===== config.mk =====
export PLATFORM = sky130hd
export DESIGN_NAME = event_timeout_task_dispatcher
export DESIGN_NICKNAME = d
export VERILOG_FILES = /design/src/etd_pkg.sv /design/src/etd_scan_unit.sv /design/src/event_timeout_task_dispatcher.sv
export SDC_FILE = /design/constraint.sdc
export NUM_CORES = 2
export LEC_CHECK = 0
export BUFFER_PORTS_ARGS = -buffer_cell sky130_fd_sc_hd__buf_4
export CAP_MARGIN = 20
export CORE_ASPECT_RATIO = 2
export CORE_MARGIN = 10
export CORE_UTILIZATION = 50
export DETAILED_ROUTE_END_ITERATION = 10
export GPL_ROUTABILITY_DRIVEN = 1
export PLACE_DENSITY = 0.66
export REMOVE_ABC_BUFFERS = 1
export SLEW_MARGIN = 15
export SYNTH_ARGS = -nofsm -noshare
export SYNTH_HDL_FRONTEND = slang
export SYNTH_HIERARCHICAL = 1
export SYNTH_SLANG_ARGS = --single-unit

===== constraint.sdc =====
create_clock -name clk_i -period 7.15 [get_ports clk_i]
set_input_delay 0.715 -clock clk_i [delete_from_list [all_inputs] [get_ports clk_i]]
set_output_delay 0.715 -clock clk_i [all_outputs]
set_load 0.05 [all_outputs]

===== src/etd_pkg.sv =====
// ----------------------------------------------------------------------------
// etd_pkg
// Shared types and constants for the event and timeout task dispatcher.
// ----------------------------------------------------------------------------
`default_nettype none

package etd_pkg;

  // Sizing
  localparam int TASKS      = 16;
  localparam int MODES      = 4;
  localparam int EVENT_BITS = 32;
  localparam int TASK_W     = (TASKS > 1) ? $clog2(TASKS) : 1;
  localparam int TICK_W     = 16;
  localparam int CFG_IDX_W  = 3;
  localparam int CFG_DATA_W = 16;

  // Operation codes
  typedef enum logic [1:0] {
    OP_POST     = 2'd0,
    OP_TICK     = 2'd1,
    OP_SET_WAIT = 2'd2,
    OP_DISPATCH = 2'd3
  } op_e;

  // Configuration register indices
  typedef enum logic [CFG_IDX_W-1:0] {
    REG_RUN_MODE = 3'd0,
    REG_MODE_EN0 = 3'd1,
    REG_MODE_EN1 = 3'd2,
    REG_MODE_EN2 = 3'd3,
    REG_MODE_EN3 = 3'd4
  } cfg_idx_e;

  // Sequencer states
  typedef enum logic [1:0] {
    ST_IDLE,
    ST_SCAN,
    ST_EMIT
  } state_e;

  // Input transaction
  typedef struct packed {
    logic [1:0]  opcode;
    logic [3:0]  task_id;
    logic [31:0] event_mask;
    logic [15:0] timeout;
  } in_t;

  // Result transaction
  typedef struct packed {
    logic [3:0] task_id_out;
    logic       task_valid;
    logic       last;
  } res_t;

  // Per-task update from the shared scan unit
  typedef struct packed {
    logic [EVENT_BITS-1:0] mask;
    logic [TICK_W-1:0]     timeout;
    logic                  woke;
  } scan_t;

endpackage

`default_nettype wire


===== src/etd_scan_unit.sv =====
// ----------------------------------------------------------------------------
// etd_scan_unit
// Shared compare and subtract unit: applies pending events and ticks to the
// wait state of the task currently selected by the sequencer.
// ----------------------------------------------------------------------------
`default_nettype none

module etd_scan_unit (
  input  wire logic [etd_pkg::EVENT_BITS-1:0] mask_i,
  input  wire logic [etd_pkg::TICK_W-1:0]     timeout_i,
  input  wire logic [etd_pkg::EVENT_BITS-1:0] pend_events_i,
  input  wire logic [etd_pkg::TICK_W-1:0]     pend_ticks_i,
  output etd_pkg::scan_t                      upd_o
);
  import etd_pkg::*;

  logic              hit;
  logic [TICK_W:0]   diff;
  logic              expire;

  // Event hit, else countdown with expiry on borrow or zero
  always_comb begin
    hit    = |(mask_i & pend_events_i);
    diff   = {1'b0, timeout_i} - {1'b0, pend_ticks_i};
    expire = diff[TICK_W] || (diff[TICK_W-1:0] == '0);
    upd_o.mask    = mask_i;
    upd_o.timeout = timeout_i;
    upd_o.woke    = 1'b0;
    if (hit) begin
      upd_o.mask    = mask_i & ~pend_events_i;
      upd_o.timeout = '0;
      upd_o.woke    = 1'b1;
    end else if ((pend_ticks_i != '0) && (timeout_i != '0)) begin
      if (expire) begin
        upd_o.mask    = '0;
        upd_o.timeout = '0;
        upd_o.woke    = 1'b1;
      end else begin
        upd_o.timeout = diff[TICK_W-1:0];
      end
    end
  end

endmodule

`default_nettype wire


===== src/event_timeout_task_dispatcher.sv =====
// ----------------------------------------------------------------------------
// event_timeout_task_dispatcher
// Round-robin task dispatcher driven by posted events and tick timeouts.
//
//   Channel   Signals                                  Direction  Handshake
//   command   start, busy, in_i                        in         start & !busy
//   result    result_valid_o, res_o                    out        strobe, no stall
//   config    cfg_valid_i, cfg_ready_o, cfg_index_i,   in         valid & ready
//             cfg_data_i
//
// Post, tick and set-wait take effect at the accepting edge; busy stays low.
// Dispatch holds busy while every task is scanned (one task a cycle through
// the shared compare/subtract unit) and then while the round-robin pointer
// walks the ready set, one result per cycle at most. Reset clears all state
// but the result payload. The receiver cannot stall; config is always ready.
// ----------------------------------------------------------------------------
`default_nettype none

module event_timeout_task_dispatcher (
  input  wire logic                         clk_i,
  input  wire logic                         rst_ni,
  // command
  input  wire logic                         start,
  output logic                              busy,
  input  wire etd_pkg::in_t                 in_i,
  // results
  output logic                              result_valid_o,
  output etd_pkg::res_t                     res_o,
  // configuration
  input  wire logic                         cfg_valid_i,
  output logic                              cfg_ready_o,
  input  wire logic [etd_pkg::CFG_IDX_W-1:0]  cfg_index_i,
  input  wire logic [etd_pkg::CFG_DATA_W-1:0] cfg_data_i
);
  import etd_pkg::*;

  // Configuration registers
  logic [1:0]       run_mode_q;
  logic [TASKS-1:0] mode_en_q [MODES];

  // Task state
  logic [EVENT_BITS-1:0] wait_q [TASKS];
  logic [TICK_W-1:0]     tmo_q  [TASKS];
  logic [TASKS-1:0]      ready_q, ready_d;
  logic [EVENT_BITS-1:0] pend_ev_q, pend_ev_d;
  logic [TICK_W-1:0]     pend_tk_q, pend_tk_d;
  logic [TASK_W-1:0]     ptr_q, ptr_d;
  logic [TASK_W-1:0]     cnt_q, cnt_d;
  state_e                state_q, state_d;

  // Output registers
  logic result_valid_q, result_valid_d;
  res_t res_q, res_d;

  // Decode
  logic                  accept;
  op_e                   op;
  logic [EVENT_BITS-1:0] evm;
  logic                  tid_ok;
  logic [TASK_W-1:0]     tid;
  logic [TASKS-1:0]      en;
  logic [TASKS-1:0]      runnable;
  logic [TASKS-1:0]      ptr_bit;
  logic [TASK_W-1:0]     ptr_next;
  scan_t                 upd;

  // Write enables for the task arrays
  logic                  scan_we, emit_we, set_we;

  assign accept   = start && !busy;
  assign op       = op_e'(in_i.opcode);
  assign evm      = EVENT_BITS'(in_i.event_mask);
  assign tid_ok   = 32'(in_i.task_id) < TASKS;
  assign tid      = TASK_W'(in_i.task_id);
  assign en       = (32'(run_mode_q) < MODES) ? mode_en_q[run_mode_q] : '0;
  assign runnable = ready_q & en;
  assign ptr_bit  = TASKS'(1) << ptr_q;
  assign ptr_next = (32'(ptr_q) == TASKS - 1) ? '0 : ptr_q + TASK_W'(1);

  assign busy        = (state_q != ST_IDLE);
  assign cfg_ready_o = 1'b1;
  assign result_valid_o = result_valid_q;
  assign res_o          = res_q;

  // Shared per-task update unit
  etd_scan_unit u_scan (
    .mask_i        (wait_q[cnt_q]),
    .timeout_i     (tmo_q[cnt_q]),
    .pend_events_i (pend_ev_q),
    .pend_ticks_i  (pend_tk_q),
    .upd_o         (upd)
  );

  // Next state
  always_comb begin
    state_d = state_q;
    unique case (state_q)
      ST_IDLE: begin
        if (accept && op == OP_DISPATCH) state_d = ST_SCAN;
      end
      ST_SCAN: begin
        if (32'(cnt_q) == TASKS - 1) state_d = ST_EMIT;
      end
      ST_EMIT: begin
        if (runnable == '0) begin
          state_d = ST_IDLE;
        end else if (((runnable & ptr_bit) != '0) &&
                     ((runnable & ~ptr_bit) == '0)) begin
          state_d = ST_IDLE;
        end
      end
      default: state_d = ST_IDLE;
    endcase
  end

  // Datapath and outputs
  always_comb begin
    ready_d        = ready_q;
    pend_ev_d      = pend_ev_q;
    pend_tk_d      = pend_tk_q;
    ptr_d          = ptr_q;
    cnt_d          = cnt_q;
    result_valid_d = 1'b0;
    res_d          = res_q;
    scan_we        = 1'b0;
    emit_we        = 1'b0;
    set_we         = 1'b0;
    unique case (state_q)
      ST_IDLE: begin
        cnt_d = '0;
        if (accept) begin
          unique case (op)
            OP_POST: pend_ev_d = pend_ev_q | evm;
            OP_TICK: begin
              if (pend_tk_q != '1) pend_tk_d = pend_tk_q + TICK_W'(1);
            end
            OP_SET_WAIT: begin
              if (tid_ok) begin
                set_we = 1'b1;
                if (evm == '0 && in_i.timeout == '0) begin
                  ready_d = ready_q | (TASKS'(1) << tid);
                end
              end
            end
            OP_DISPATCH: ;
            default: ;
          endcase
        end
      end
      ST_SCAN: begin
        scan_we = 1'b1;
        if (upd.woke) ready_d = ready_q | (TASKS'(1) << cnt_q);
        cnt_d = cnt_q + TASK_W'(1);
        if (32'(cnt_q) == TASKS - 1) begin
          pend_ev_d = '0;
          pend_tk_d = '0;
          cnt_d     = '0;
        end
      end
      ST_EMIT: begin
        if (runnable == '0) begin
          // nothing to run: a single empty result
          result_valid_d    = 1'b1;
          res_d.task_id_out = '0;
          res_d.task_valid  = 1'b0;
          res_d.last        = 1'b1;
        end else begin
          ptr_d = ptr_next;
          if ((runnable & ptr_bit) != '0) begin
            emit_we           = 1'b1;
            ready_d           = ready_q & ~ptr_bit;
            result_valid_d    = 1'b1;
            res_d.task_id_out = 4'(ptr_q);
            res_d.task_valid  = 1'b1;
            res_d.last        = ((runnable & ~ptr_bit) == '0);
          end
        end
      end
      default: ;
    endcase
  end

  // Control and scalar state
  always_ff @(posedge clk_i or negedge rst_ni) begin
    if (!rst_ni) begin
      state_q        <= ST_IDLE;
      ready_q        <= '0;
      pend_ev_q      <= '0;
      pend_tk_q      <= '0;
      ptr_q          <= '0;
      cnt_q          <= '0;
      result_valid_q <= 1'b0;
    end else begin
      state_q        <= state_d;
      ready_q        <= ready_d;
      pend_ev_q      <= pend_ev_d;
      pend_tk_q      <= pend_tk_d;
      ptr_q          <= ptr_d;
      cnt_q          <= cnt_d;
      result_valid_q <= result_valid_d;
    end
  end

  // Result payload
  always_ff @(posedge clk_i) begin
    res_q <= res_d;
  end

  // Per-task wait masks and timeouts
  always_ff @(posedge clk_i or negedge rst_ni) begin
    if (!rst_ni) begin
      for (int i = 0; i < TASKS; i++) begin
        wait_q[i] <= '0;
        tmo_q[i]  <= '0;
      end
    end else begin
      if (set_we) begin
        wait_q[tid] <= evm;
        tmo_q[tid]  <= in_i.timeout;
      end
      if (scan_we) begin
        wait_q[cnt_q] <= upd.mask;
        tmo_q[cnt_q]  <= upd.timeout;
      end
      if (emit_we) begin
        wait_q[ptr_q] <= '0;
      end
    end
  end

  // Configuration write transaction
  always_ff @(posedge clk_i or negedge rst_ni) begin
    if (!rst_ni) begin
      run_mode_q <= '0;
      for (int m = 0; m < MODES; m++) mode_en_q[m] <= '0;
    end else if (cfg_valid_i && cfg_ready_o) begin
      for (int m = 0; m < MODES; m++) begin
        if (32'(cfg_index_i) == 32'(REG_MODE_EN0) + m) begin
          mode_en_q[m] <= TASKS'(cfg_data_i);
        end
      end
      if (cfg_idx_e'(cfg_index_i) == REG_RUN_MODE) run_mode_q <= cfg_data_i[1:0];
    end
  end

endmodule

`default_nettype wire

* After elaboration in Yosys (flattened, before gate mapping)
Cells that the tools add are included.
** Storage, ports and cells
- Input bits :: 77
- Output and inout port bits :: 9
- Bits in registers :: 915
- Word-level logic and storage cells :: 207
** Operators by class
- Add/sub/neg operators :: 4
- $lt $le $gt $ge :: 7
- Equality and inequality tests :: 24
- Reduce and logical (&&, ||, !) cells :: 37
- Bitwise operators :: 18
- Multiplexer cells :: 67
- Shift operators :: 3
** Operators by type and width (count)
- 512-bit two-way mux :: 3
- 512-bit bitwise mux :: 2
- 512-bit bitwise AND :: 1
- 256-bit bitwise mux :: 2
- 256-bit two-way mux :: 2
- 512-bit NOT :: 1
- 32-bit demux with 4-bit select :: 3
- 32-bit two-way mux :: 9
- 16-bit two-way mux :: 17
- 32-bit binary-select mux with 4-bit select :: 1
- 16-bit demux with 4-bit select :: 2
- 49-bit two-way mux :: 2
- 16-bit bitwise AND :: 4
- 32-bit bitwise AND :: 2
- 16-bit binary-select mux with 4-bit select :: 1
- 16-bit logical NOT :: 4
- 32-bit one-hot mux with 2 select lines :: 1
- 16-bit one-hot mux with 3 select lines :: 1
- 16-bit nonzero test :: 3
- 1-bit by 4-bit left shift with 16-bit output, first input constant :: 3
- 16-bit binary-select mux with 2-bit select :: 1
- 32-bit logical NOT :: 1
- 32-bit NOT :: 1
- 16-bit OR :: 2
- 41 further kinds :: 91

* Logic depth before layout (Yosys ltp)
- Depth after elaboration :: 14
- Gate-level depth with buffers :: 22

* Cells and area by module
The synthesis kept the hierarchy.
** By module, submodules not included
- event_timeout_task_dispatcher :: times used 1, area an instance 51340.5 um^2, cells an instance 4634
- etd_scan_unit :: times used 1, area an instance 2120.8 um^2, cells an instance 335

* Least setup slack after synthesis
No wires, ideal clock.
- Path type :: register -> register
- Start point :: register cnt_q[0]
- End point :: register ready_q[15]
- Required time :: 7.024 ns
- Slack :: 1.337 ns
- Stages on the path, launching flop included :: 20
- Buffers on the path :: 4
- Data arrival time :: 5.687 ns
- Clock period less this slack :: 5.813 ns
- Path through :: dfrtp_1 clkbuf_1 buf_2 buf_1 mux4_2 mux4_2 ha_1 a21oi_2 and2_1 a211oi_1 a311o_1 or4b_1 or3_4 nor3_1 o31a_1 nor2_1 or2_2 buf_1 or2_1 o32a_1
** RTL lines
- from (decl) :: RTL line event_timeout_task_dispatcher.sv:48 : logic [TASK_W-1:0] cnt_q, cnt_d;
- from (signal assigned) :: RTL line event_timeout_task_dispatcher.sv:199 : cnt_q <= cnt_d;
- to (signal assigned) :: RTL line event_timeout_task_dispatcher.sv:195 : ready_q <= ready_d;
- to (decl) :: RTL line event_timeout_task_dispatcher.sv:44 : logic [TASKS-1:0] ready_q, ready_d;

==> summary.txt <==
Final layout
  – Util after Layout: 0.546
  – # nets final: 4764
  – Area grow syn2layout: 8.36%
  – Non-Filler Instances: 6093
  – Layout cell share with drive strength beyond 1: 0.212

STA
  – F_max: 0.148 GHz
  – RSZ-0062 raised after global routing: false
  – Hold Fails Final Rpt: 1
  – Worst slew pin tran: 1.21 ns
  – Crit share post-route: 0.943
  – Clk_skew: 0.0338 ns
  – Hold WS: -0.0116 ns
  – Final period demand of the worst path: 6.74 ns
  – Max Transition Viols Final: 0
  – Setup TNS: 0 ns
  – Slew headroom: 0.191
  – # setup viols final: 0

Critical path
  – Nature of the critical path endpoint: flop
  – R2R cell count: 14
  – Crit path launch type: flop
  – Reg2reg end: wait_q[381]
  – Critical R2R Launch: cnt_q[0]
  – Crit Path Category: reg -> reg
  – CP Max Fanout: 48
  – CP required: 7.66 ns
  – Slack of the worst reg-to-reg path: 0.41 ns
  – Setup crit end: wait_q[381]
  – Crit path arrival time: 7.26 ns
  – CP Launch Point: cnt_q[0]

Placement
  – Placed Cells: 5934
  – Port bufs: 84
  – DP Wirelength: 106000 µm
  – GP Congestion: 0.943

Synthesis
  – Post-Synth XOR/XNOR Area: 0.00180
  – Ys flop type: dfrtp_1
  – Fraction of registers with async set/reset: 0.993
  – Top post-synthesis cells by count: dfrtp_1 (909), nor2_1 (856), mux2i_1 (801), clkbuf_1 (419), a21oi_1 (328)
  – Area fraction of the dominant cell type after synthesis: 0.425
  – Post-synth EDFFs: 6
  – Synth area leaders: dfrtp_1 (43%), mux2i_1 (15%), mux4_2 (10%)
  – Count leader, synth: dfrtp_1
  – Synthesized area per cell: 10.8 µm²
  – Simple-gate share of the synthesized area: 0.102
  – Synth cell types: 79
  – Largest family of logic cells by synthesized area: multiplexers
  – Syn Std Cell Area: 53500 µm²
  – Largest area contributor in the netlist: dfrtp_1
  – Post-synthesis adder-cell area fraction: 0.00786
  – Post-synthesis mux area share: 0.266
  – Register area share after synthesis: 0.429
  – Ys Warns: 6
  – Seq cells post-synth: 915
  – Synthesized instance count: 4969
  – Complex-gate fraction of the synthesized area: 0.145

Power and ir drop
  – Pwr dens: 378 nW/µm²
  – Maximum VDD drop: 233 µV
  – Leakage: 24.1 nW

Outcome
  – Failing checks: negative hold slack
  – Status: finished, violations left

Die
  – Die area: 121000 µm²
  – Die H: 482 µm
  – Cell Rows: 169
  – Die W: 251 µm
  – Starting Density: 0.504
  – Core area: 106000 µm²
  – # IOs: 86

Clocking
  – Clk slew on worst S/H paths: 0.07 ns
  – Resized Gates After CTS: 0
  – Post-CTS setup buffer count: 0
  – TritonCTS clock tree: yes
  – Total CTS buffers: 85
  – Htree depth: 3
  – Clock Path Buffers: 3
  – Clock latency at the later pin of the worst-skew pair: 0.71 ns
  – Root Driver: clkbuf_16
  – CTS Hold Buffers Added: 0
  – CTS sink cnt: 915

Detailed routing
  – Final wirelength: 186000 µm
  – Wire per inst: 30.5 µm
  – Vias per cell: 6.71
  – Drt first pass iters: 6
  – Vias: 40900
  – Detail Route Antenna Nets: 0
  – Drt first-iter violations: 4548
  – Residual DRC: 0

Global routing
  – Number of global-route vias before repair: 41000
  – Total gr overflow: 0
  – Initial antenna violation count: 10
  – First-pass GRT wire length: 276000 µm
  – Total GRT Usage: 0.304
  – Largest net degree at the start of global routing: 165

Run
  – Number of max-cap violations: 0

Hold path
  – Worst min path class: in -> async
==> cells by family after synthesis <==
kind of cell    after synthesis
compound gates              993
other cells                   1
mux                        1110
fa+ha+maj                    33
buf+inv                     652
xor+xnor                     11
simple gates               1254
flops                       915
==> metrics by stage <==
stage	instance area (µm²)	setup slack (ns)	power, mW
2_1_floorplan	51000	-5.86	14.6
3_3_place_gp	55000	0.632	16.6
3_5_place_dp	55000	0.634	16.8
4_1_cts	57900	0.566	21.8
5_1_grt	57900	0.322	22.9
6_report	57900	0.406	21.9
==> worst min path at each step <==
| stage | slack [ns] | cells after the start | start | to |
|---|---|---|---|---|
| after floorplan | 0.42 | 0 | rst_ni | cnt_q[0] |
| after global placement | 0.48 | 1 | mode_en_q[25] | mode_en_q[25] |
| after detailed placement | 0.49 | 1 | mode_en_q[9] | mode_en_q[9] |
| after CTS | 0.05 | 1 | rst_ni | result_valid_o |
| after global routing | 0.09 | 1 | rst_ni | mode_en_q[53] |
| final | -0.01 | 1 | rst_ni | result_valid_o |
==> layer usage <==
layer | wire length (µm) | share of wire | GRT usage
met1 | 66300 | 0.36 | 0.353
met2 | 91500 | 0.49 | 0.513
met3 | 14500 | 0.078 | 0.0558
met4 | 13200 | 0.071 | 0.197
met5 | 83 | 0.00045 | 0
==> state kept, by name (all words and copies together) (netlist names) <==
| name | count |
|---|---|
| cnt_q | 4 |
| mode_en_q | 64 |
| pend_ev_q | 32 |
| pend_tk_q | 16 |
| ptr_q | 4 |
| ready_q | 16 |
| res_o | 6 |
| result_valid_o | 1 |
| run_mode_q | 2 |
| state_q | 2 |
| tmo_q | 256 |
| wait_q | 512 |
==> critical path, cell delays in order, from the launching register on <==
cell	delay (ns)
dfrtp_4	1.14
buf_12	0.47
mux4_2	0.60
mux4_2	0.52
a22oi_1	0.71
nand4_1	0.28
nor2_1	0.42
nand2_2	0.28
or2_0	0.56
nor4_4	0.46
buf_12	0.31
nor3_2	0.14
buf_4	0.21
nor2_1	0.14
a211oi_2	0.08
==> cell type report <==
cell class | count | area [µm²]
antenna | 3 | 7.51
fill | 9112 | 48200
tap | 1368 | 1710
multi-input combinational | 3402 | 28500
clock buffer | 121 | 2470
timing repair buffer | 204 | 1680
sequential | 915 | 22900
inverter | 46 | 173
clock inverter | 34 | 487
==> cell usage in the layout, fill, tap and decap left out, types with 9 or more instances in the layout <==
master,instances
nor4_1,26
clkbuf_1,17
buf_4,192
a22oi_1,21
clkbuf_16,87
nand2_1,156
nand3_4,17
clkbuf_8,17
inv_1,45
o31ai_1,13
nor3_1,23
nand2b_1,22
o21ai_0,33
a211oi_1,275
or3_1,10
nor2_4,25
buf_12,11
mux2i_1,801
clkinv_2,16
a211oi_2,240
o22ai_1,17
mux2_2,67
mux4_2,242
nor3_2,33
nor2_1,839
a21oi_1,325
nand4_1,16
bufinv_16,11
nor2b_1,10
nand3_1,23
and2_1,9
dfrtp_1,905
ha_1,31
==> power breakdown <==
group,internal [mW],switching [mW]
registers,6.98,1.21
clock network,2.82,2.17
logic,4.19,4.52
(Power assumes the default switching activity.)
